--- src/design/luhn_pkg.sv ---
// ----------------------------------------------------------------------------
// luhn_pkg
// Shared widths, codes, types and digit helpers for the Luhn card check.
// ----------------------------------------------------------------------------
package luhn_pkg;

   localparam int IN_WIDTH      = 63;
   localparam int BITS_PER_STEP = 3;
   localparam int CONV_STEPS    = IN_WIDTH / BITS_PER_STEP;
   localparam int STEP_WIDTH    = $clog2(CONV_STEPS);
   localparam int BCD_DIGITS    = 19;
   localparam int BCD_WIDTH     = 4 * BCD_DIGITS;
   localparam int MAX_DIGITS    = 19;
   localparam int COUNT_WIDTH   = 5;

   localparam logic [COUNT_WIDTH-1:0] LEN_13 = 5'd13;
   localparam logic [COUNT_WIDTH-1:0] LEN_15 = 5'd15;
   localparam logic [COUNT_WIDTH-1:0] LEN_16 = 5'd16;

   localparam logic [3:0] PREFIX_A_TENS     = 4'd3;
   localparam logic [3:0] PREFIX_A_ONES_LO  = 4'd4;
   localparam logic [3:0] PREFIX_A_ONES_HI  = 4'd7;
   localparam logic [3:0] PREFIX_B_TENS     = 4'd5;
   localparam logic [3:0] PREFIX_B_ONES_MIN = 4'd1;
   localparam logic [3:0] PREFIX_B_ONES_MAX = 4'd5;
   localparam logic [3:0] PREFIX_C_TENS     = 4'd4;

   localparam logic [1:0] BRAND_NONE = 2'd0;
   localparam logic [1:0] BRAND_A    = 2'd1;
   localparam logic [1:0] BRAND_B    = 2'd2;
   localparam logic [1:0] BRAND_C    = 2'd3;

   typedef struct packed {
      logic busy;
      logic done;
   } status_type;

   typedef struct packed {
      logic [COUNT_WIDTH-1:0] digit_count;
      logic                   length_ok;
      logic                   checksum_ok;
      logic [1:0]             brand;
   } result_type;

   // One shift-and-adjust step of binary to BCD conversion.
   function automatic logic [BCD_WIDTH-1:0] dabble_step(input logic [BCD_WIDTH-1:0] bcd,
                                                        input logic bit_in);
      logic [BCD_WIDTH-1:0] adj;
      adj = bcd;
      for (int i = 0; i < BCD_DIGITS; i++) begin
         if (adj[4*i +: 4] >= 4'd5) begin
            adj[4*i +: 4] = adj[4*i +: 4] + 4'd3;
         end
      end
      return {adj[BCD_WIDTH-2:0], bit_in};
   endfunction

   // Doubled digit, folded back to one digit when it passes nine.
   function automatic logic [3:0] luhn_double(input logic [3:0] d);
      logic [4:0] dbl;
      dbl = {d, 1'b0};
      if (dbl > 5'd9) begin
         return 4'(dbl - 5'd9);
      end
      return dbl[3:0];
   endfunction

endpackage

--- src/design/luhn_card_number_check.sv ---
// ----------------------------------------------------------------------------
// luhn_card_number_check
// Luhn mod 10 card number check with digit count, length and brand code.
// ----------------------------------------------------------------------------
//
//  channel | direction | handshake             | payload
//  --------+-----------+-----------------------+----------------------------------
//  req     | in        | req_valid / req_ready | req_card_number[62:0]
//  rsp     | out       | rsp_valid / rsp_ready | rsp_digit_count[4:0], rsp_length_ok,
//          |           |                       | rsp_checksum_ok, rsp_brand[1:0]
//
//  Flow: an accepted request passes through the binary to BCD converter (3 bits a
//  cycle over 63 bits), then the digit scan (one digit a cycle), then rsp_valid.
//  Reset: synchronous, active high; clears the sequencer and all valid flags.
//  Stalls: a new request is taken while a finished response waits on rsp_ready;
//  a second result that finds the output register full holds in the scanner.
// ----------------------------------------------------------------------------
module luhn_card_number_check (
   input  logic                                 clock,
   input  logic                                 reset,
   input  logic                                 req_valid,
   output logic                                 req_ready,
   input  logic [luhn_pkg::IN_WIDTH-1:0]        req_card_number,
   output logic                                 rsp_valid,
   input  logic                                 rsp_ready,
   output logic [luhn_pkg::COUNT_WIDTH-1:0]     rsp_digit_count,
   output logic                                 rsp_length_ok,
   output logic                                 rsp_checksum_ok,
   output logic [1:0]                           rsp_brand
);

   // sequencer codes
   localparam logic [1:0] S_IDLE = 2'd0;
   localparam logic [1:0] S_CONV = 2'd1;
   localparam logic [1:0] S_SCAN = 2'd2;
   localparam logic [1:0] S_HOLD = 2'd3;

   logic [1:0]                           state_ff, state_in;
   logic                                 rsp_valid_ff, rsp_valid_in;
   luhn_pkg::result_type                 rsp_ff, rsp_in;

   logic                                 req_take;
   logic                                 out_free;
   logic                                 scan_start;
   logic [luhn_pkg::BCD_WIDTH-1:0]       bcd;
   luhn_pkg::status_type                 conv_status;
   luhn_pkg::status_type                 scan_status;
   luhn_pkg::result_type                 scan_result;

   assign req_ready  = (state_ff == S_IDLE);
   assign req_take   = req_valid && req_ready;
   assign out_free   = !rsp_valid_ff || rsp_ready;
   // converter done means its BCD register is final: start the scan off it
   assign scan_start = conv_status.done;

   luhn_bcd_conv u_conv (
      .clock       (clock),
      .reset       (reset),
      .start       (req_take),
      .card_number (req_card_number),
      .bcd         (bcd),
      .status      (conv_status)
   );

   luhn_digit_scan u_scan (
      .clock  (clock),
      .reset  (reset),
      .start  (scan_start),
      .bcd    (bcd),
      .result (scan_result),
      .status (scan_status)
   );

   always_comb begin
      state_in     = state_ff;
      rsp_valid_in = rsp_valid_ff;
      rsp_in       = rsp_ff;
      // drop the response once it is taken
      if (rsp_valid_ff && rsp_ready) begin
         rsp_valid_in = 1'b0;
      end
      case (state_ff)
         S_IDLE: begin
            if (req_take) begin
               state_in = S_CONV;
            end
         end
         S_CONV: begin
            if (conv_status.done) begin
               state_in = S_SCAN;
            end
         end
         S_SCAN: begin
            if (scan_status.done) begin
               if (out_free) begin
                  rsp_in       = scan_result;
                  rsp_valid_in = 1'b1;
                  state_in     = S_IDLE;
               end else begin
                  state_in = S_HOLD;
               end
            end
         end
         S_HOLD: begin
            // scanner registers hold the result until the next start
            if (out_free) begin
               rsp_in       = scan_result;
               rsp_valid_in = 1'b1;
               state_in     = S_IDLE;
            end
         end
         default: begin
            state_in = S_IDLE;
         end
      endcase
   end

   always_ff @(posedge clock) begin
      if (reset) begin
         state_ff     <= S_IDLE;
         rsp_valid_ff <= 1'b0;
      end else begin
         state_ff     <= state_in;
         rsp_valid_ff <= rsp_valid_in;
      end
      rsp_ff <= rsp_in;
   end

   assign rsp_valid       = rsp_valid_ff;
   assign rsp_digit_count = rsp_ff.digit_count;
   assign rsp_length_ok   = rsp_ff.length_ok;
   assign rsp_checksum_ok = rsp_ff.checksum_ok;
   assign rsp_brand       = rsp_ff.brand;

`ifndef SYNTHESIS
   a_take_when_units_idle: assert property (@(posedge clock) disable iff (reset)
      req_take |-> (!conv_status.busy && !scan_status.busy))
      else $error("request taken while a unit is busy");

   a_conv_done_starts_scan: assert property (@(posedge clock) disable iff (reset)
      conv_status.done |=> (scan_status.busy && state_ff == S_SCAN))
      else $error("scan did not start after conversion");

   a_scan_done_in_scan: assert property (@(posedge clock) disable iff (reset)
      scan_status.done |-> (state_ff == S_SCAN))
      else $error("scan finished outside the scan state");

   a_hold_needs_full_output: assert property (@(posedge clock) disable iff (reset)
      (state_ff == S_HOLD) |-> rsp_valid_ff)
      else $error("holding a result with an empty output register");
`endif

endmodule

--- src/design/luhn_bcd_conv.sv ---
// ----------------------------------------------------------------------------
// luhn_bcd_conv
// Iterative binary to BCD converter, several input bits per cycle.
// ----------------------------------------------------------------------------
module luhn_bcd_conv (
   input  logic                                 clock,
   input  logic                                 reset,
   input  logic                                 start,
   input  logic [luhn_pkg::IN_WIDTH-1:0]        card_number,
   output logic [luhn_pkg::BCD_WIDTH-1:0]       bcd,
   output luhn_pkg::status_type                 status
);

   logic                                 active_ff, active_in;
   logic                                 done_ff, done_in;
   logic [luhn_pkg::STEP_WIDTH-1:0]      step_ff, step_in;
   logic [luhn_pkg::IN_WIDTH-1:0]        bin_ff, bin_in;
   logic [luhn_pkg::BCD_WIDTH-1:0]       bcd_ff, bcd_in;
   logic                                 last_step;

   assign last_step = (step_ff == luhn_pkg::STEP_WIDTH'(luhn_pkg::CONV_STEPS - 1));

   always_comb begin
      logic [luhn_pkg::BCD_WIDTH-1:0] acc;
      active_in = active_ff;
      done_in   = 1'b0;
      step_in   = step_ff;
      bin_in    = bin_ff;
      bcd_in    = bcd_ff;
      acc       = bcd_ff;
      if (start) begin
         active_in = 1'b1;
         step_in   = '0;
         bin_in    = card_number;
         bcd_in    = '0;
      end else if (active_ff) begin
         // shift in the top bits, most significant first
         for (int k = 0; k < luhn_pkg::BITS_PER_STEP; k++) begin
            acc = luhn_pkg::dabble_step(acc, bin_ff[luhn_pkg::IN_WIDTH-1-k]);
         end
         bcd_in  = acc;
         bin_in  = bin_ff << luhn_pkg::BITS_PER_STEP;
         step_in = step_ff + 1'b1;
         if (last_step) begin
            active_in = 1'b0;
            done_in   = 1'b1;
         end
      end
   end

   always_ff @(posedge clock) begin
      if (reset) begin
         active_ff <= 1'b0;
         done_ff   <= 1'b0;
         step_ff   <= '0;
      end else begin
         active_ff <= active_in;
         done_ff   <= done_in;
         step_ff   <= step_in;
      end
      bin_ff <= bin_in;
      bcd_ff <= bcd_in;
   end

   assign bcd         = bcd_ff;
   assign status.busy = active_ff;
   assign status.done = done_ff;

endmodule

--- src/design/luhn_digit_scan.sv ---
// ----------------------------------------------------------------------------
// luhn_digit_scan
// Walks BCD digits from the low end: count, Luhn sum mod 10, leading digits.
// ----------------------------------------------------------------------------
module luhn_digit_scan (
   input  logic                                 clock,
   input  logic                                 reset,
   input  logic                                 start,
   input  logic [luhn_pkg::BCD_WIDTH-1:0]       bcd,
   output luhn_pkg::result_type                 result,
   output luhn_pkg::status_type                 status
);

   logic                                 active_ff, active_in;
   logic [luhn_pkg::BCD_WIDTH-1:0]       rest_ff, rest_in;
   logic [luhn_pkg::COUNT_WIDTH-1:0]     count_ff, count_in;
   logic [3:0]                           sum_ff, sum_in;
   logic [3:0]                           tens_ff, tens_in;
   logic [3:0]                           ones_ff, ones_in;
   logic                                 stop;
   logic                                 too_long;
   logic                                 len_hit;
   logic                                 luhn_ok;
   logic [3:0]                           digit;
   logic [3:0]                           term;
   logic [4:0]                           sum_raw;

   assign stop  = (rest_ff == '0) ||
                  (count_ff == luhn_pkg::COUNT_WIDTH'(luhn_pkg::MAX_DIGITS));
   assign digit = rest_ff[3:0];
   // the incoming digit is at an even position when the current count is odd
   assign term    = count_ff[0] ? luhn_pkg::luhn_double(digit) : digit;
   assign sum_raw = {1'b0, sum_ff} + {1'b0, term};

   always_comb begin
      active_in = active_ff;
      rest_in   = rest_ff;
      count_in  = count_ff;
      sum_in    = sum_ff;
      tens_in   = tens_ff;
      ones_in   = ones_ff;
      if (start) begin
         active_in = 1'b1;
         rest_in   = bcd;
         count_in  = '0;
         sum_in    = '0;
         tens_in   = '0;
         ones_in   = '0;
      end else if (active_ff) begin
         if (stop) begin
            active_in = 1'b0;
         end else begin
            count_in = count_ff + 1'b1;
            sum_in   = (sum_raw >= 5'd10) ? 4'(sum_raw - 5'd10) : sum_raw[3:0];
            tens_in  = digit;
            ones_in  = tens_ff;
            rest_in  = rest_ff >> 4;
         end
      end
   end

   always_ff @(posedge clock) begin
      if (reset) begin
         active_ff <= 1'b0;
      end else begin
         active_ff <= active_in;
      end
      rest_ff  <= rest_in;
      count_ff <= count_in;
      sum_ff   <= sum_in;
      tens_ff  <= tens_in;
      ones_ff  <= ones_in;
   end

   assign too_long = (rest_ff != '0);
   assign luhn_ok  = (sum_ff == 4'd0);
   assign len_hit  = (count_ff == luhn_pkg::LEN_13) || (count_ff == luhn_pkg::LEN_15) ||
                     (count_ff == luhn_pkg::LEN_16);

   always_comb begin
      result.digit_count = count_ff;
      result.length_ok   = !too_long && len_hit;
      result.checksum_ok = luhn_ok;
      result.brand       = luhn_pkg::BRAND_NONE;
      if (!too_long && luhn_ok) begin
         if ((tens_ff == luhn_pkg::PREFIX_A_TENS) &&
             ((ones_ff == luhn_pkg::PREFIX_A_ONES_LO) ||
              (ones_ff == luhn_pkg::PREFIX_A_ONES_HI)) &&
             (count_ff == luhn_pkg::LEN_15)) begin
            result.brand = luhn_pkg::BRAND_A;
         end else if ((tens_ff == luhn_pkg::PREFIX_B_TENS) &&
                      (ones_ff >= luhn_pkg::PREFIX_B_ONES_MIN) &&
                      (ones_ff <= luhn_pkg::PREFIX_B_ONES_MAX) &&
                      (count_ff == luhn_pkg::LEN_16)) begin
            result.brand = luhn_pkg::BRAND_B;
         end else if ((tens_ff == luhn_pkg::PREFIX_C_TENS) &&
                      ((count_ff == luhn_pkg::LEN_13) ||
                       (count_ff == luhn_pkg::LEN_16))) begin
            result.brand = luhn_pkg::BRAND_C;
         end
      end
   end

   assign status.busy = active_ff;
   assign status.done = active_ff && stop;

endmodule

--- config.mk ---
export PLATFORM = sky130hd
export DESIGN_NAME = luhn_card_number_check
export DESIGN_NICKNAME = d
export VERILOG_FILES = /design/src/design/luhn_pkg.sv /design/src/design/luhn_card_number_check.sv /design/src/design/luhn_bcd_conv.sv /design/src/design/luhn_digit_scan.sv
export SDC_FILE = /design/constraint.sdc
export NUM_CORES = 1
export LEC_CHECK = 0
export ABC_CLOCK_PERIOD_IN_PS = 5700
export BUFFER_PORTS_ARGS = -buffer_cell sky130_fd_sc_hd__buf_4
export CELL_PAD_IN_SITES_DETAIL_PLACEMENT = 1
export CELL_PAD_IN_SITES_GLOBAL_PLACEMENT = 1
export CORE_ASPECT_RATIO = 1.4
export CORE_MARGIN = 5
export CORE_UTILIZATION = 32
export CTS_CLUSTER_DIAMETER = 100
export CTS_CLUSTER_SIZE = 40
export DETAILED_ROUTE_END_ITERATION = 16
export PLACE_DENSITY = 0.56
export SLEW_MARGIN = 15
export SYNTH_ARGS = -nofsm -noshare
export SYNTH_HDL_FRONTEND = slang
export SYNTH_SLANG_ARGS = --single-unit
--- constraint.sdc ---
create_clock -name clock -period 5.7 [get_ports clock]
set_clock_uncertainty 0.05 [all_clocks]
set_input_delay 0.57 -clock clock [delete_from_list [all_inputs] [get_ports clock]]
set_output_delay 0.57 -clock clock [all_outputs]
set_load 0.05 [all_outputs]
==> flow_metrics.py, run 1 <==
metrics = {
    "final_layout": {
        "drive_gt1_frac": 0.1612,
        "fillCellCount": 5678,
        "layout_common_cells": "nand2_1, edfxtp_1, a21oi_1",
        "area_growth_pct": 11.32,
        "seqCellArea_mm2": 0.006531,
        "insertedDiodeCount": 0,
        "final_common_cell": "nand2_1",
        "fin_cells": 2368,
        "multi_input_area_mm2": 0.008615,
        "post-route-util": 0.3578,
        "nets": 1861,
    },
    "sta": {
        "maxSlewViolCount": 0,
        "timing.fmax_mhz": 287.1,
        "setup_viol": 0,
        "final_hold_viol_count": 0,
        "fin_crit_sh": 0.6111,
        "holdWs_ns": 0.2257,
        "finalSetupTns_ns": 0,
        "rsz0062_at_grt": "no",
        "slew_headroom": 0.2766,
        "min_period_ns": 3.483,
        "tightest_slew_ns": 1.085,
    },
    "global_routing": {
        "grt_max_degree": 80,
        "top_usage_layer": "met2",
        "track_usage": 0.1522,
        "grt.overflow.total": 0,
        "grtUsageMet3": 0.01188,
        "antenna_found_initial": 0,
        "grt_pass1_wl_um": 67550,
        "use_met2": 0.2878,
        "use_met1": 0.1872,
        "first_global_vias": 12757,
    },
    "synthesis": {
        "seq_area_frac_synth": 0.4163,
        "synthAdderAreaFrac": 0.05715,
        "syn-instance-count": 1676,
        "netlist-cell-type-count": 85,
        "synth-simple-area-share": 0.1682,
        "synth-seq-cells": 252,
        "synth_area_mm2": 0.01568,
        "synthArstFlopShare": 0,
        "synthXorXnorAreaFrac": 0.03664,
        "synth-edff-count": 148,
        "synthMuxAreaShare": 0.1072,
        "synth_compound_area_frac": 0.1794,
        "yosys_warnings": 0,
        "syn_area_per_cell_um2": 9.353,
        "ys.flop_type": "edfxtp_1",
        "synth_top_family_by_area": "compound AO/OA/AOI/OAI gates",
        "synth_nets": 1814,
    },
    "min_path": {
        "min_path_type": "input port to flop",
        "min_from": "reset",
    },
    "die": {
        "die_area_mm2": 0.05358,
        "io_pins": 78,
        "initial_core_util": 0.3215,
        "die_w_um": 197.1,
        "fp.dieH_um": 271.9,
        "coreArea_mm2": 0.04877,
        "rows": 96,
    },
    "run_status": {
        "status": "finished, final reports clean",
    },
    "job": {
        "drv_cap": 0,
    },
    "clocking": {
        "path_clk_slew_ns": 0.11,
        "root_buffer": "clkbuf_16",
        "numCtsBuffers": 14,
        "clock-sinks": 252,
        "clockBufferDepth": 3,
        "cts_resized": 0,
        "clkLatencyLatePin_ns": 0.52,
        "cts.htree.levels": 1,
        "cts_hold_buffers": 0,
        "cts_tree": "built",
        "post-cts-setup-buffers": 0,
    },
    "setup_path": {
        "path_max_fanout": 5,
        "arrival_ns": 3.87,
        "r2r_start": "u_scan.rest_ff[0]",
        "start_kind": "flop",
        "crit_path_frequent_cell": "inv_1",
        "crit_type": "flop to flop",
        "worstSetupEndpointType": "flop",
        "crit_chain": "inv_1 > ha_1 > inv_1 > a21oi_1 > xnor2_1 > nand2_1 > o21ai_0 > inv_1 > fa_1 > xor2_1 > ha_1 > nand2_1 > a21oi_1 > mux2_2 > a211oi_1",
        "max_stage_delay_ns": 0.46,
        "required_ns": 6.08,
        "crit_path_start": "u_scan.rest_ff[0]",
        "critical_path.slowest_cell": "edfxtp_1",
    },
    "placed_design": {
        "place_congestion": 0.7630,
        "dp_hpwl_um": 29770,
        "io_buffers": 77,
        "dp.cells": 2344,
    },
    "routing": {
        "postRouteAntennaNets": 0,
        "drt-total-wl_um": 41770,
        "via_per_inst": 5.236,
        "drt-initial-drc-count": 391,
        "drt-wirelength-per-cell_um": 17.64,
        "vias": 12400,
        "firstDrtPassIters": 4,
        "drc_errors": 0,
    },
    "power": {
        "ir_drop_v": 0.0002427,
        "leakage_uw": 0.006665,
        "p_per_area_mw_per_mm2": 506.1,
    },
}
-- cell usage after synthesis, types with 9 or more instances --
library cell  number  area, um^2
clkbuf_1          48       180.2
xnor2_2           10       162.7
inv_1             85       319.1
o21ai_0           81       405.4
o211ai_1           9       67.56
nand4_1           12       75.07
a31oi_1           44       275.3
mux2i_1           53       530.5
and2_1            12       75.07
nor3_1            26       130.1
nor2b_1           17       106.4
ha_1              70       875.8
dfxtp_1          104        2082
o22ai_1            9       56.30
nand3_1           25       125.1
edfxtp_1         148        4444
nor2_1            91       341.6
a21oi_2           17       148.9
a21oi_1          118       590.6
a211oi_1          32       240.2
o21ai_1           23       115.1
xnor2_1           31       271.5
mux2_2            93        1047
and3_1            13       81.33
nand2b_1          29       181.4
nor3b_1           25       187.7
nor4_1            21       131.4
nand2_1          267        1002
xor2_1            16       140.1
a21o_1            17       127.6
-- through the flow --
stage | setup WS, ns | total power [uW] | instance area (um^2)
after floorplan | 1.337 | 6436 | 15680
after global routing | 1.864 | 9642 | 17450
final | 2.217 | 8832 | 17450
after detailed placement | 2.180 | 7612 | 16930
after global placement | 2.257 | 7458 | 16930
after CTS | 2.148 | 8953 | 17450
-- worst max-delay path: cells and delay by family (launching register included) --
| family | cells | cell delay, ns |
|---|---|---|
| compound gates | 4 | 0.87 |
| xor+xnor | 2 | 0.41 |
| fa+ha+maj | 3 | 0.90 |
| buf+inv | 3 | 0.24 |
| flops | 1 | 0.46 |
| mux | 1 | 0.36 |
| simple gates | 2 | 0.12 |
-- sequential cells by signal, indices dropped and copies added (netlist names) --
name              flops
state_ff              2
rsp_length_ok         1
u_scan.active_ff      1
u_conv.bin_ff        63
u_scan.tens_ff        4
u_conv.done_ff        1
u_scan.ones_ff        4
rsp_checksum_ok       1
rsp_digit_count       5
u_scan.rest_ff       76
u_conv.active_ff      1
u_conv.bcd           76
u_scan.sum_ff         4
rsp_valid             1
rsp_brand             2
u_scan.count_ff       5
u_conv.step_ff        5
-- worst paths after layout --
kind                            slack (ns)  cells after the start               end
worst max-delay path                  2.22                     15  u_scan.sum_ff[2]
worst min-delay path                  0.23                      2  u_conv.active_ff
worst max register to register        2.22                     15  u_scan.sum_ff[2]
worst min register to register        0.45                      2     u_conv.bcd[0]
-- cells by family after synthesis --
group / count (synthesis)
buf+inv: 146
fa+ha+maj: 71
flops: 252
mux: 152
simple gates: 564
xor+xnor: 57
compound gates: 434
-- layer usage --
metal	wire, um	part of all wire
met1	18580	0.44
met2	21750	0.52
met3	743	0.018
met4	693	0.017
met5	0	0
-- cell type report --
cell class | count | share of cell area
flip-flops and latches | 252 | 0.3743
multi-input cells | 1278 | 0.4937
well taps | 637 | 0.04567
clock inverters | 9 | 0.008245
clock buffers | 15 | 0.02151
inverters | 91 | 0.01965
repair buffers | 86 | 0.03700
-- where the power goes --
| part | internal, uW | switching (uW) |
|---|---|---|
| clock | 570 | 712 |
| sequential | 2190 | 342 |
| combinational | 2000 | 3020 |
| total | 4760 | 4080 |
Power figures use the tool's default switching activity.
==> run 2, diff against run 1 <==
ABC_CLOCK_PERIOD_IN_PS = 3200   (was 5700)
PLACE_DENSITY = 0.58   (was 0.56)
clock period = 3.2 ns   (was 5.7 ns; I/O delays follow)
==> run 2 against run 1 <==
  * Count of clock-buffer cells in the layout is 1 higher
  * Total power up 81%
  * Setup slack worse by 2.0 ns
  * Maximum frequency is 15% higher
  * Sequential share of layout area down 1.6 points
  * Register-to-register slack lost 2.0 ns
  * Hold slack worse by 0.20 ns
  * Die area did not move
  * Global-route usage increased by 0.38 points
  * Clock power is 72% higher
  * Sequential cell count unchanged
  * Combinational power increased by 86%
  * Highest routed layer unchanged
==> flow_metrics.py, run 2 (synthesis results as in run 1) <==
metrics = {
    "run_status": {
        "status": "finished, final reports clean",
    },
    "global_routing": {
        "grt_pass1_wl_um": 69520,
        "antenna_found_initial": 0,
        "first_global_vias": 13607,
        "grt.overflow.total": 0,
        "grt_max_degree": 78,
        "track_usage": 0.1561,
    },
    "sta": {
        "rsz0062_at_grt": "yes",
        "tightest_slew_ns": 0.6903,
        "maxSlewViolCount": 0,
        "timing.fmax_mhz": 330.3,
        "fin_crit_sh": 0.9462,
        "slew_headroom": 0.5393,
        "setup_viol": 0,
        "final_hold_viol_count": 0,
        "min_period_ns": 3.028,
    },
    "final_layout": {
        "layout_common_cells": "nand2_1, edfxtp_1, buf_4",
        "area_growth_pct": 16.40,
        "stdcell_area_mm2": 0.01825,
        "post-route-util": 0.3742,
        "nets": 1937,
        "final_common_cell": "nand2_1",
        "drive_gt1_frac": 0.1832,
        "insertedDiodeCount": 0,
        "fillCellCount": 5715,
    },
    "die": {
        "die_area_mm2": 0.05358,
        "fp.dieH_um": 271.9,
        "die_w_um": 197.1,
        "io_pins": 78,
        "rows": 96,
        "coreArea_mm2": 0.04877,
        "initial_core_util": 0.3215,
    },
    "routing": {
        "postRouteAntennaNets": 0,
        "drt-initial-drc-count": 503,
        "drt-wirelength-per-cell_um": 17.68,
        "drt-total-wl_um": 43220,
        "drc_errors": 0,
        "firstDrtPassIters": 4,
        "via_per_inst": 5.266,
        "vias": 12871,
    },
    "clocking": {
        "cts_tree": "built",
        "cts.htree.levels": 1,
        "clock-sinks": 252,
        "path_clk_slew_ns": 0.12,
        "root_buffer": "clkbuf_16",
        "clkLatencyLatePin_ns": 0.52,
        "numCtsBuffers": 15,
        "clockBufferDepth": 3,
    },
    "setup_path": {
        "required_ns": 3.54,
        "critPathTopFamily": "compound AO/OA/AOI/OAI gates",
        "cp_num_buf_inv": 2,
        "worst-r2r-cell-count": 14,
        "r2r-end": "u_conv.bcd[74]",
        "arrival_ns": 3.37,
        "worstSetupEndpointType": "flop",
        "r2r_start": "u_conv.bcd[69]",
        "max_stage_delay_ns": 0.40,
        "r2r_slack_ns": 0.17,
        "crit_chain": "inv_1 > ha_1 > nand2b_1 > a21oi_2 > mux2_2 > a21oi_1 > xnor2_2 > inv_1 > ha_1 > nand2b_1 > a311oi_2 > or2_2 > a22oi_1 > nor2_1",
        "crit_type": "flop to flop",
        "path_max_fanout": 4,
        "critical_path.slowest_cell": "mux2_2",
        "start_kind": "flop",
    },
    "placed_design": {
        "dpl_cell_area_mm2": 0.01725,
        "dp_hpwl_um": 30500,
        "place_congestion": 0.7777,
        "io_buffers": 77,
    },
    "power": {
        "p_per_area_mw_per_mm2": 877.3,
        "leakage_uw": 0.007047,
        "ir_drop_v": 0.0004198,
    },
    "job": {
        "drv_cap": 0,
    },
    "min_path": {
        "hold_end": "u_conv.bin_ff[6]",
        "min_path_type": "input port to flop",
        "min_from": "req_card_number[6]",
        "holdPathStages": 3,
    },
}
==> run 2: cell types whose count changed in the layout (fill, tap and decap cells not counted), sizes merged <==
cell and delta:
bufinv -1, clkbuf +1, dlygate4sd3 +41, clkinv +3, clkinvlp -1, buf +34, inv -1
==> run 2: stage by stage <==
step | power [uW] | worst slack [ns] | hold WS (ns) | setup TNS (ns) | cells
after floorplan | 11460 | 0.01900 | 0.3391 | 0 | 1676
after global placement | 13380 | 0.08065 | 0.4197 | 0 | 2376
after detailed placement | 13740 | -0.05363 | 0.4259 | -0.08037 | 2376
after CTS | 16090 | -0.04434 | 0.0006415 | -0.04434 | 2441
after global routing | 17400 | -0.009579 | 0.003210 | -0.009579 | 2444
final | 16010 | 0.1723 | 0.02251 | 0 | 2444
==> run 2: worst register-to-register path, cell delays in order, from the launching register on <==
cell and delay, ns:
dfxtp_1 0.39, inv_1 0.10, ha_1 0.18, nand2b_1 0.17, a21oi_2 0.21, mux2_2 0.40, a21oi_1 0.21, xnor2_2 0.17
inv_1 0.08, ha_1 0.21, nand2b_1 0.10, a311oi_2 0.12, or2_2 0.30, a22oi_1 0.15, nor2_1 0.05
==> run 2: layout make-up <==
cell class / count / area (um^2) / share of cell area
clock inverter: 9 / 108.9 / 0.005965
sequential: 252 / 6531 / 0.3579
multi-input combinational: 1278 / 8702 / 0.4769
clock buffer: 16 / 379.1 / 0.02078
tap: 637 / 797.0 / 0.04368
inverter: 91 / 342.8 / 0.01879
timing repair buffer: 161 / 1386 / 0.07597
==> run 2: power breakdown <==
part	total (uW)	internal, uW	switching (uW)
clock network	2200	931	1270
registers	4450	3890	561
logic	9350	3800	5550
==> run 2: what timing repair did <==
action	CTS	global route
endpoints found under the setup margin	3	17
setup buffers	0	2
gates resized for setup	2	17
hold buffers	40	1
endpoints found under the hold margin	44	1
pin swaps	0	3
==> run 2: worst max-delay path by stage <==
stage                                  from               end  slack (ns)  depth (start not counted)
final                        u_conv.bcd[69]    u_conv.bcd[74]        0.17                         14
after global routing         u_conv.bcd[69]    u_conv.bcd[74]       -0.01                         16
after floorplan                 state_ff[0]  u_conv.bin_ff[0]        0.02                          6
after global placement    u_scan.rest_ff[1]  u_scan.sum_ff[2]        0.08                         15
after detailed placement  u_scan.rest_ff[1]  u_scan.sum_ff[2]       -0.05                         15
after CTS                 u_scan.rest_ff[1]  u_scan.sum_ff[2]       -0.04                         15
==> run 2: per-layer routing <==
metal	global-route usage	wire length, um	up-vias
li1	-	-	6328
met1	0.1809	18350	6380
met2	0.3052	23100	115
met3	0.01485	980	48
met4	0.03596	797	0
met5	0	0	-
